[config.mk]
export PLATFORM = sky130hd
export DESIGN_NAME = lehmer_random_range
export DESIGN_NICKNAME = d
export VERILOG_FILES = /design/src/rtl/lrr_pkg.sv /design/src/rtl/lehmer_random_range.sv /design/src/rtl/lrr_ctrl.sv /design/src/rtl/lrr_dp.sv
export SDC_FILE = /design/constraint.sdc
export NUM_CORES = 1
export LEC_CHECK = 0
export BUFFER_PORTS_ARGS = -buffer_cell sky130_fd_sc_hd__buf_4
export CAP_MARGIN = 10
export CORE_AREA = 2 2 201 203
export CTS_BUF_LIST = sky130_fd_sc_hd__clkbuf_4 sky130_fd_sc_hd__clkbuf_8
export CTS_CLUSTER_DIAMETER = 120
export DETAILED_ROUTE_END_ITERATION = 8
export DIE_AREA = 0 0 203 205
export PLACE_DENSITY_LB_ADDON = 0.25
export SYNTH_ARGS = -nofsm -noshare
export SYNTH_HDL_FRONTEND = slang
export SYNTH_SLANG_ARGS = --single-unit
export TNS_END_PERCENT = 1
[constraint.sdc]
create_clock -name clk -period 8.4 [get_ports clk]
set_input_delay 1.68 -clock clk [delete_from_list [all_inputs] [get_ports clk]]
set_output_delay 1.68 -clock clk [all_outputs]
set_load 0.005 [all_outputs]
[src/rtl/lrr_pkg.sv]
package lrr_pkg;

  localparam int SEED_W = 31;
  localparam int SPAN_W = SEED_W + 1;
  localparam int PROD_W = 46;
  localparam int CNT_W  = 5;

  localparam logic [SEED_W-1:0] LCG_MOD   = 31'h7FFF_FFFF;
  localparam logic [14:0]       LCG_A     = 15'd16807;
  localparam logic [SEED_W-1:0] SEED_RST  = 31'd1;
  localparam logic [CNT_W-1:0]  LAST_STEP = 5'(SEED_W - 1);

  typedef enum logic [2:0] {
    S_IDLE,
    S_FOLD,
    S_RED,
    S_DIV,
    S_OUT
  } state_t;

  typedef struct packed {
    logic start;
    logic fold;
    logic reduce;
    logic div_step;
    logic load_out;
  } cmd_t;

  typedef struct packed {
    logic div_last;
  } status_t;

endpackage

[src/rtl/lehmer_random_range.sv]
// Minimal-standard Lehmer generator (multiplier 16807, modulus 2^31-1) with
// range reduction. Each accepted request advances the seed once and returns
// the new seed modulo (high - low + 1) plus the lower bound, with the bounds
// ordered automatically, together with the raw seed. One request is in work
// at a time: the 31x15 multiply is loaded at the accept edge, then the mod
// 2^31-1 fold and the reduce are registered in turn, the bit-serial
// shift-subtract divider forms the remainder from the 31 seed bits, and the
// output register is loaded once it is free. The next request is taken in
// the cycle after the result is loaded, and not before. A finished result
// waits in the output register, and the next
// request is taken while it waits; its own result then holds until the
// earlier one is taken. Writing cfg_wdata with cfg_we loads the running seed
// directly; the seed resets to 1. Writes belong only in gaps with no request
// in work.
module lehmer_random_range
  import lrr_pkg::*;
(
  input  logic                     clk,
  input  logic                     rst,
  input  logic                     cfg_we,
  input  logic        [SEED_W-1:0] cfg_wdata,
  input  logic                     in_valid,
  output logic                     in_ready,
  input  logic signed [SEED_W-1:0] bound_a,
  input  logic signed [SEED_W-1:0] bound_b,
  output logic                     out_valid,
  input  logic                     out_ready,
  output logic signed [SEED_W-1:0] value,
  output logic        [SEED_W-1:0] raw_seed
);

  cmd_t    cmd;
  status_t status;

  lrr_ctrl u_ctrl (
    .clk       (clk),
    .rst       (rst),
    .in_valid  (in_valid),
    .in_ready  (in_ready),
    .out_valid (out_valid),
    .out_ready (out_ready),
    .status    (status),
    .cmd       (cmd)
  );

  lrr_dp u_dp (
    .clk       (clk),
    .rst       (rst),
    .cmd       (cmd),
    .status    (status),
    .cfg_we    (cfg_we),
    .cfg_wdata (cfg_wdata),
    .bound_a   (bound_a),
    .bound_b   (bound_b),
    .value     (value),
    .raw_seed  (raw_seed)
  );

  // one request in work at a time
  a_busy_after_accept : assert property (@(posedge clk) disable iff (rst)
    (in_valid && in_ready) |=> !in_ready)
    else $error("request taken while another is in work");

  // a delivered seed is never zero
  a_seed_nonzero : assert property (@(posedge clk) disable iff (rst)
    out_valid |-> (raw_seed != '0))
    else $error("zero seed on output");

  a_reset_clears : assert property (@(posedge clk)
    rst |=> (!out_valid && in_ready))
    else $error("control state not cleared by reset");

endmodule

[src/rtl/lrr_ctrl.sv]
module lrr_ctrl
  import lrr_pkg::*;
(
  input  logic    clk,
  input  logic    rst,
  input  logic    in_valid,
  output logic    in_ready,
  output logic    out_valid,
  input  logic    out_ready,
  input  status_t status,
  output cmd_t    cmd
);

  state_t state;
  state_t state_next;
  logic   out_valid_next;

  always_ff @(posedge clk) begin
    if (rst) begin
      state     <= S_IDLE;
      out_valid <= 1'b0;
    end else begin
      state     <= state_next;
      out_valid <= out_valid_next;
    end
  end

  always_comb begin
    state_next     = state;
    cmd            = '0;
    in_ready       = 1'b0;
    out_valid_next = out_valid && !out_ready;
    case (state)
      S_IDLE: begin
        in_ready = 1'b1;
        if (in_valid) begin
          cmd.start  = 1'b1;
          state_next = S_FOLD;
        end
      end
      S_FOLD: begin
        cmd.fold   = 1'b1;
        state_next = S_RED;
      end
      S_RED: begin
        cmd.reduce = 1'b1;
        state_next = S_DIV;
      end
      S_DIV: begin
        cmd.div_step = 1'b1;
        if (status.div_last) begin
          state_next = S_OUT;
        end
      end
      S_OUT: begin
        if (!out_valid || out_ready) begin
          cmd.load_out   = 1'b1;
          out_valid_next = 1'b1;
          state_next     = S_IDLE;
        end
      end
      default: begin
        state_next = S_IDLE;
      end
    endcase
  end

endmodule

[src/rtl/lrr_dp.sv]
module lrr_dp
  import lrr_pkg::*;
(
  input  logic                     clk,
  input  logic                     rst,
  input  cmd_t                     cmd,
  output status_t                  status,
  input  logic                     cfg_we,
  input  logic        [SEED_W-1:0] cfg_wdata,
  input  logic signed [SEED_W-1:0] bound_a,
  input  logic signed [SEED_W-1:0] bound_b,
  output logic signed [SEED_W-1:0] value,
  output logic        [SEED_W-1:0] raw_seed
);

  logic        [SEED_W-1:0] seed;
  logic        [PROD_W-1:0] prod;
  logic        [SPAN_W-1:0] fold_sum;
  logic signed [SEED_W-1:0] low;
  logic        [SPAN_W-1:0] span;
  logic        [SPAN_W-1:0] rem;
  logic        [CNT_W-1:0]  cnt;

  logic signed [SEED_W-1:0] low_next;
  logic signed [SEED_W-1:0] high_next;
  logic        [SPAN_W-1:0] span_next;
  logic        [SPAN_W-1:0] red_sub;
  logic        [SEED_W-1:0] seed_red;
  logic        [SPAN_W-1:0] rem_shift;
  logic        [SPAN_W:0]   trial;

  // order the bounds and form the inclusive span
  always_comb begin
    if (bound_a > bound_b) begin
      low_next  = bound_b;
      high_next = bound_a;
    end else begin
      low_next  = bound_a;
      high_next = bound_b;
    end
    span_next = SPAN_W'(SPAN_W'(high_next) - SPAN_W'(low_next) + SPAN_W'(1));
  end

  // mod 2^31-1 reduction of the folded product, zero maps to the modulus
  always_comb begin
    red_sub = fold_sum - {1'b0, LCG_MOD};
    if (fold_sum > {1'b0, LCG_MOD}) begin
      seed_red = red_sub[SEED_W-1:0];
    end else begin
      seed_red = fold_sum[SEED_W-1:0];
    end
    if (seed_red == '0) begin
      seed_red = LCG_MOD;
    end
  end

  // restoring division step, one dividend bit per cycle
  always_comb begin
    rem_shift = {rem[SPAN_W-2:0], seed[LAST_STEP - cnt]};
    trial     = {1'b0, rem_shift} - {1'b0, span};
  end

  assign status.div_last = (cnt == LAST_STEP);

  always_ff @(posedge clk) begin
    if (rst) begin
      seed <= SEED_RST;
    end else if (cfg_we) begin
      seed <= cfg_wdata;
    end else if (cmd.reduce) begin
      seed <= seed_red;
    end
  end

  always_ff @(posedge clk) begin
    if (cmd.start) begin
      prod <= PROD_W'(seed) * PROD_W'(LCG_A);
      low  <= low_next;
      span <= span_next;
    end
    if (cmd.fold) begin
      fold_sum <= {1'b0, prod[SEED_W-1:0]} + SPAN_W'(prod[PROD_W-1:SEED_W]);
    end
    if (cmd.reduce) begin
      rem <= '0;
      cnt <= '0;
    end else if (cmd.div_step) begin
      if (!trial[SPAN_W]) begin
        rem <= trial[SPAN_W-1:0];
      end else begin
        rem <= rem_shift;
      end
      cnt <= cnt + CNT_W'(1);
    end
    if (cmd.load_out) begin
      value    <= SEED_W'(low + $signed(rem[SEED_W-1:0]));
      raw_seed <= seed;
    end
  end

endmodule
## Yosys cells after proc, flatten, opt, wreduce, memory -nomap -nowiden

Cells that the tools add are included.

- Bits in registers: 274
- Output and inout bits: 64
- Input bits: 98
- Logic and storage cells: 62

- Multipliers: 1
- Equal/unequal tests: 8
- Multiplexer cells: 23
- Add/subtract/negate cells: 8
- $lt $le $gt $ge: 3
- Reductions and logical operators: 8

Operators by type and width:

| cell | count |
|---|---|
| 31-bit two-way mux | 7 |
| 31-bit by 15-bit multiplier with 46-bit output, second input constant | 1 |
| 32-bit by 32-bit subtractor with 33-bit output | 1 |
| 31-bit by 15-bit adder with 32-bit output | 1 |
| 32-bit by 2-bit adder with 32-bit output, second input constant | 1 |
| 32-bit by 31-bit > comparator with 1-bit output, second input constant | 1 |
| 31-bit by 31-bit subtractor with 32-bit output | 1 |
| 31-bit adder | 1 |
| 31-bit > comparator | 1 |
| 31-bit logical NOT | 1 |
| 31-bit subtractor, second input constant | 1 |
| 3-bit case mux with 5 select lines | 1 |
| 1-bit two-way mux | 11 |
| 3-bit two-way mux | 3 |
| 3-bit by 2-bit == test with 1-bit output, second input constant | 2 |
| 5-bit by 6-bit < comparator with 1-bit output, second input constant | 1 |
| 5-bit by 1-bit adder with 5-bit output, second input constant | 1 |
| 1-bit binary-select mux with 5-bit select | 1 |
| 5-bit == test, second input constant | 1 |
| 5-bit subtractor, first input constant | 1 |
| 2-bit != test, second input constant | 2 |
| 3-bit by 1-bit == test with 1-bit output, second input constant | 1 |
| 3-bit == test, second input constant | 1 |
| 3-bit logical NOT | 1 |
| other kinds (6) | 7 |

## Longest topological paths before layout

- Depth after elaboration: 6
- Gate-level depth with buffers: 25
- Mapped depth without buffers: 24

## Cells and area by module

Synthesis repeated with hierarchy kept, for this count alone.

- Cells, all modules: 2676
- Area, all modules: 25725.9 µm²

By module, submodules not included:

| module | cells an instance | times used | area each (µm²) | sequential area each (µm²) |
|---|---|---|---|---|
| lrr_dp | 2652 | 1 | 25502.0 | 7437.1 |
| lrr_ctrl | 24 | 1 | 224.0 | 80.1 |

## Worst setup path after synthesis

Ideal clock, no wire load.

- Kind: input to register
- Start point: input bound_b[5]
- End point: register u_dp.span[30], data pin
- Setup time: 0.258 ns
- Stages on the path: 22
- Data arrival time: 6.490 ns
- Setup slack: 1.653 ns
- Data required time: 8.142 ns
- Path buffers: 2
- Cell sequence: inv_1 ha_1 and3_1 a221oi_1 nand2_1 a21o_1 a221o_1 mux2i_1 clkbuf_1 clkbuf_1 o22ai_1 ha_1 a21o_1 a21o_1 a221o_1 a221oi_1 a21bo_2 a221o_1 a31o_2 a41o_1 a21oi_1 xnor2_1

- Word-level cells in the longest chain between the ends: 4
- Elaborated cells between the ends (all ways): 5
- Those cells by class: add/sub: 2; order compare: 1; mux: 2

Ends and longest elaborated chain:

| element | RTL line | RTL |
|---|---|---|
| from (decl) | lehmer_random_range.sv:25 | `input logic signed [SEED_W-1:0] bound_b,` |
| 31-bit > comparator | lrr_dp.sv:34 | `if (bound_a > bound_b) begin` |
| 31-bit two-way mux | lrr_dp.sv:34 |  |
| 31-bit by 31-bit subtractor with 32-bit output (*) | lrr_dp.sv:41 | `span_next = SPAN_W'(SPAN_W'(high_next) - SPAN_W'(low_next) + SPAN_W'(1));` |
| 32-bit by 2-bit adder with 32-bit output (*) | lrr_dp.sv:41 |  |
| net u_dp.span_next[30] | lrr_dp.sv:26 | `logic [SPAN_W-1:0] span_next;` |
| to (signal assigned) | lrr_dp.sv:79 | `span <= span_next;` |
| to (decl) | lrr_dp.sv:20 | `logic [SPAN_W-1:0] span;` |

Mark *: on every way through the listed nets, which the timed path passes. The rest lies on a longest branch.
A chain may end at the register's enable or synchronous reset.

## Worst setup path in the final report

- Start point: register u_dp.seed[21]
- End point: register u_dp.prod[41], data pin

- Word-level cells in the longest chain between the ends: 1

Ends and longest elaborated chain:

| element | RTL line | RTL |
|---|---|---|
| from (decl) | lrr_dp.sv:16 | `logic [SEED_W-1:0] seed;` |
| from (signal assigned) | lrr_dp.sv:69 | `seed <= cfg_wdata;` |
| from (signal assigned) | lrr_dp.sv:71 | `seed <= seed_red;` |
| 31-bit by 15-bit multiplier with 46-bit output | lrr_dp.sv:77 | `prod <= PROD_W'(seed) * PROD_W'(LCG_A);` |
| to (signal assigned) | lrr_dp.sv:77 |  |
| to (decl) | lrr_dp.sv:17 | `logic [PROD_W-1:0] prod;` |

Every way passes these cells.

==> results.json <==
{
  "wl_per_cell_um": 19.1,
  "detail-route-antenna-nets": 0,
  "required_ns": 8.75,
  "syn_inst": 2601,
  "grt_antenna_before_repair": 0,
  "top_layer": "met4",
  "grt_max_degree": 74,
  "syn_nets": 3166,
  "dieArea_um2": 41600,
  "peakVddDrop_v": 0.000211,
  "max_cap_violations": 0,
  "wl_met3_um": 5080,
  "grt_pass1_vias": 19275,
  "synth_warnings": 0,
  "cts_sinks": 274,
  "grt_usage": 0.308,
  "place_ws_ns": 1.14,
  "hold_path_class": "flip-flop to flip-flop",
  "synth.distinct_cells": 76,
  "yosysSeqAreaShare": 0.303,
  "totalWireLength_um": 63300,
  "path_clk_slew_ns": 0.06,
  "synthAdderAreaFrac": 0.277,
  "drc": 0,
  "cp.arrival_ns": 7.62,
  "drt_iter0_drc": 1577,
  "final_hold_viol_count": 0,
  "cp_slowest_stage_delay_ns": 0.71,
  "setup_ws_ns": 1.14,
  "criticalPathCategory": "flip-flop to flip-flop",
  "gp_congestion": 0.976,
  "chipWidth_um": 203,
  "crit_top_cell": "inv_1",
  "rsz0062_at_grt": "no",
  "grt.overflow.total": 0,
  "min_period_ns": 7.26,
  "cts_tree": "done",
  "synthSimpleGateAreaFrac": 0.109,
  "power_mw": 10.6,
  "num_vias": 19784,
  "met2_length_um": 28800,
  "final.setup.tns_ns": 0,
  "num_rows": 73,
  "synth_mux_area_frac": 0.0114,
  "clock_path_buffers": 3,
  "cts_max_level": 2,
  "avgSynthCellArea_um2": 9.55,
  "core_um2": 39400,
  "fin_crit_sh": 0.865,
  "cts_buffers": 47,
  "p_per_area_nw_per_um2": 383,
  "drtPass1Iterations": 6,
  "postCtsHoldBufs": 0,
  "worst_pin_slew_ns": 1.17,
  "synthesis.area_um2": 24800,
  "drive_gt1_frac": 0.114,
  "report.final.slew_viol_count": 0,
  "die_h_um": 205,
  "path_cells": "inv_1 -> fa_1 -> inv_1 -> ha_1 -> inv_1 -> fa_1 -> inv_1 -> fa_1 -> fa_1 -> inv_1 -> fa_1 -> inv_1 -> ha_1 -> and3_1 -> nand2_1 -> nor2_1 -> o2111ai_1 -> a21oi_1 -> o2111ai_1 -> and3b_1 -> o31ai_1 -> a21oi_1 -> xnor2_1",
  "synth-main-ff-cell": "edfxtp_1",
  "portBuffers": 161,
  "path_buf_inv": 6,
  "max_freq_mhz": 138,
  "worstSkewPairLatency_ns": 0.63,
  "skew_ns": 0.0315,
  "wl_met1_um": 27400,
  "cts-root-buf": "clkbuf_8",
  "grt_pass1_wl_um": 100000,
  "dp_hpwl_um": 50000,
  "end_kind": "flip-flop",
  "p_leak_nw": 12.9,
  "start_util": 0.631,
  "syn_to_final_growth_pct": 10.9,
  "antenna_cells": 0,
  "worst_path_max_delay_cell": "dfxtp_1",
  "synth_compound_area_frac": 0.169,
  "fin_util": 0.700,
  "cts_resized": 0,
  "synth_edf_count": 203,
  "synthXorXnorAreaFrac": 0.0599,
  "top_level_ports": 162,
  "cp-start-kind": "flip-flop",
  "setup_viol": 0,
  "status": "finished, final reports clean",
  "n_fill_cell": 3075,
  "maxSlewHeadroom": 0.217,
  "synthArstFlopShare": 0,
  "cts_setup_buffers": 0,
  "synth_top_family_by_area": "adder cells",
  "crit_fanout": 7,
  "synth_seq_cells": 274,
  "whs_ns": 0.497,
  "fin_nets": 3318,
  "viasPerCell": 5.97,
  "crit_family": "adder cells"
}
-- worst min-delay path, cell delays in order (launching register included) --
cell,delay [ns]
dfxtp_1,0.34
nand2_1,0.06
o21ai_1,0.05
-- final timing paths --
kind	startpoint	to	slack, ns	cells past startpoint
setup reg to reg	u_dp.seed[21]	u_dp.prod[41]	1.14	23
hold reg to reg	u_dp.rem[8]	u_dp.rem[8]	0.50	2
hold / removal	u_dp.rem[8]	u_dp.rem[8]	0.50	2
setup / recovery	u_dp.seed[21]	u_dp.prod[41]	1.14	23
-- layout by cell type, fill, tap and decap left out, types with 27 or more instances in the layout --
cell type / count
dfxtp_1: 71
fa_1: 137
o21a_1: 32
xnor2_1: 108
xor2_1: 62
a211oi_2: 30
inv_1: 393
edfxtp_1: 203
ha_1: 330
nand3_1: 46
nor2_1: 117
o22ai_1: 30
a21oi_1: 232
nor2b_1: 27
nand2_1: 181
clkbuf_8: 49
nor3_1: 29
a21o_1: 58
nand2b_1: 27
buf_4: 173
o21ai_0: 129
-- per-stage QoR --
| step | cells | instance area [µm²] |
|---|---|---|
| 2_1_floorplan | 2601 | 24800 |
| 3_3_place_gp | 3229 | 26500 |
| 3_5_place_dp | 3229 | 26500 |
| 4_1_cts | 3316 | 27600 |
| 5_1_grt | 3316 | 27600 |
| 6_report | 3316 | 27600 |
-- kinds of logic after synthesis --
logic type                 Yosys count
AOI/OAI and AO/OA                  657
adders and majority gates          467
and+or+nand+nor                    552
xor gates and xnor gates           170
DFF                                274
muxes                               18
buffers and inverters              463
-- area by class of cell --
| type | instances | area [µm²] | area share |
|---|---|---|---|
| flip-flops and latches | 274 | 7520 | 0.273 |
| well taps | 525 | 657 | 0.0238 |
| clock inverters | 18 | 190 | 0.00690 |
| inverters | 393 | 1480 | 0.0535 |
| repair buffers | 173 | 1300 | 0.0471 |
| multi-input cells | 1864 | 15600 | 0.566 |
| clock buffers | 69 | 825 | 0.0299 |
-- sequential cells by signal, summed over array words and instances, names as in the netlist --
signal,flops
u_dp.seed,31
u_dp.rem,31
u_dp.raw_seed,31
u_ctrl.out_valid,1
u_dp.fold_sum,32
u_dp.span,32
u_dp.low,31
u_dp.cnt,5
u_ctrl.state,3
u_dp.value,31
u_dp.prod,46
-- report_power, final --
group / total [mW] / switching [mW] / internal (mW)
logic: 6.62 / 3.91 / 2.71
registers: 2.62 / 0.405 / 2.22
clock network: 1.32 / 0.562 / 0.754
-- cell usage after synthesis (30+ instances only) --
cell        n  area share
ha_1      330        0.17
o21ai_0   129       0.026
a211oi_2   30       0.015
nor3_1     30      0.0060
fa_1      137        0.11
inv_1     393       0.059
nand3_1    46      0.0093
a21o_1     58       0.018
o21a_1     32      0.0097
dfxtp_1    71       0.057
a21oi_1   232       0.047
edfxtp_1  203        0.25
clkbuf_1   54      0.0082
xnor2_1   108       0.038
o22ai_1    30      0.0076
nor2_1    119       0.018
xor2_1     62       0.022
nand2_1   181       0.027
-- layer usage --
layer	global-route usage	vias to the layer above
met5	0	-
met1	0.426	9423
met3	0.0558	143
li1	-	9425
met2	0.494	793
met4	0.0946	0
(Power assumes the default switching activity.)
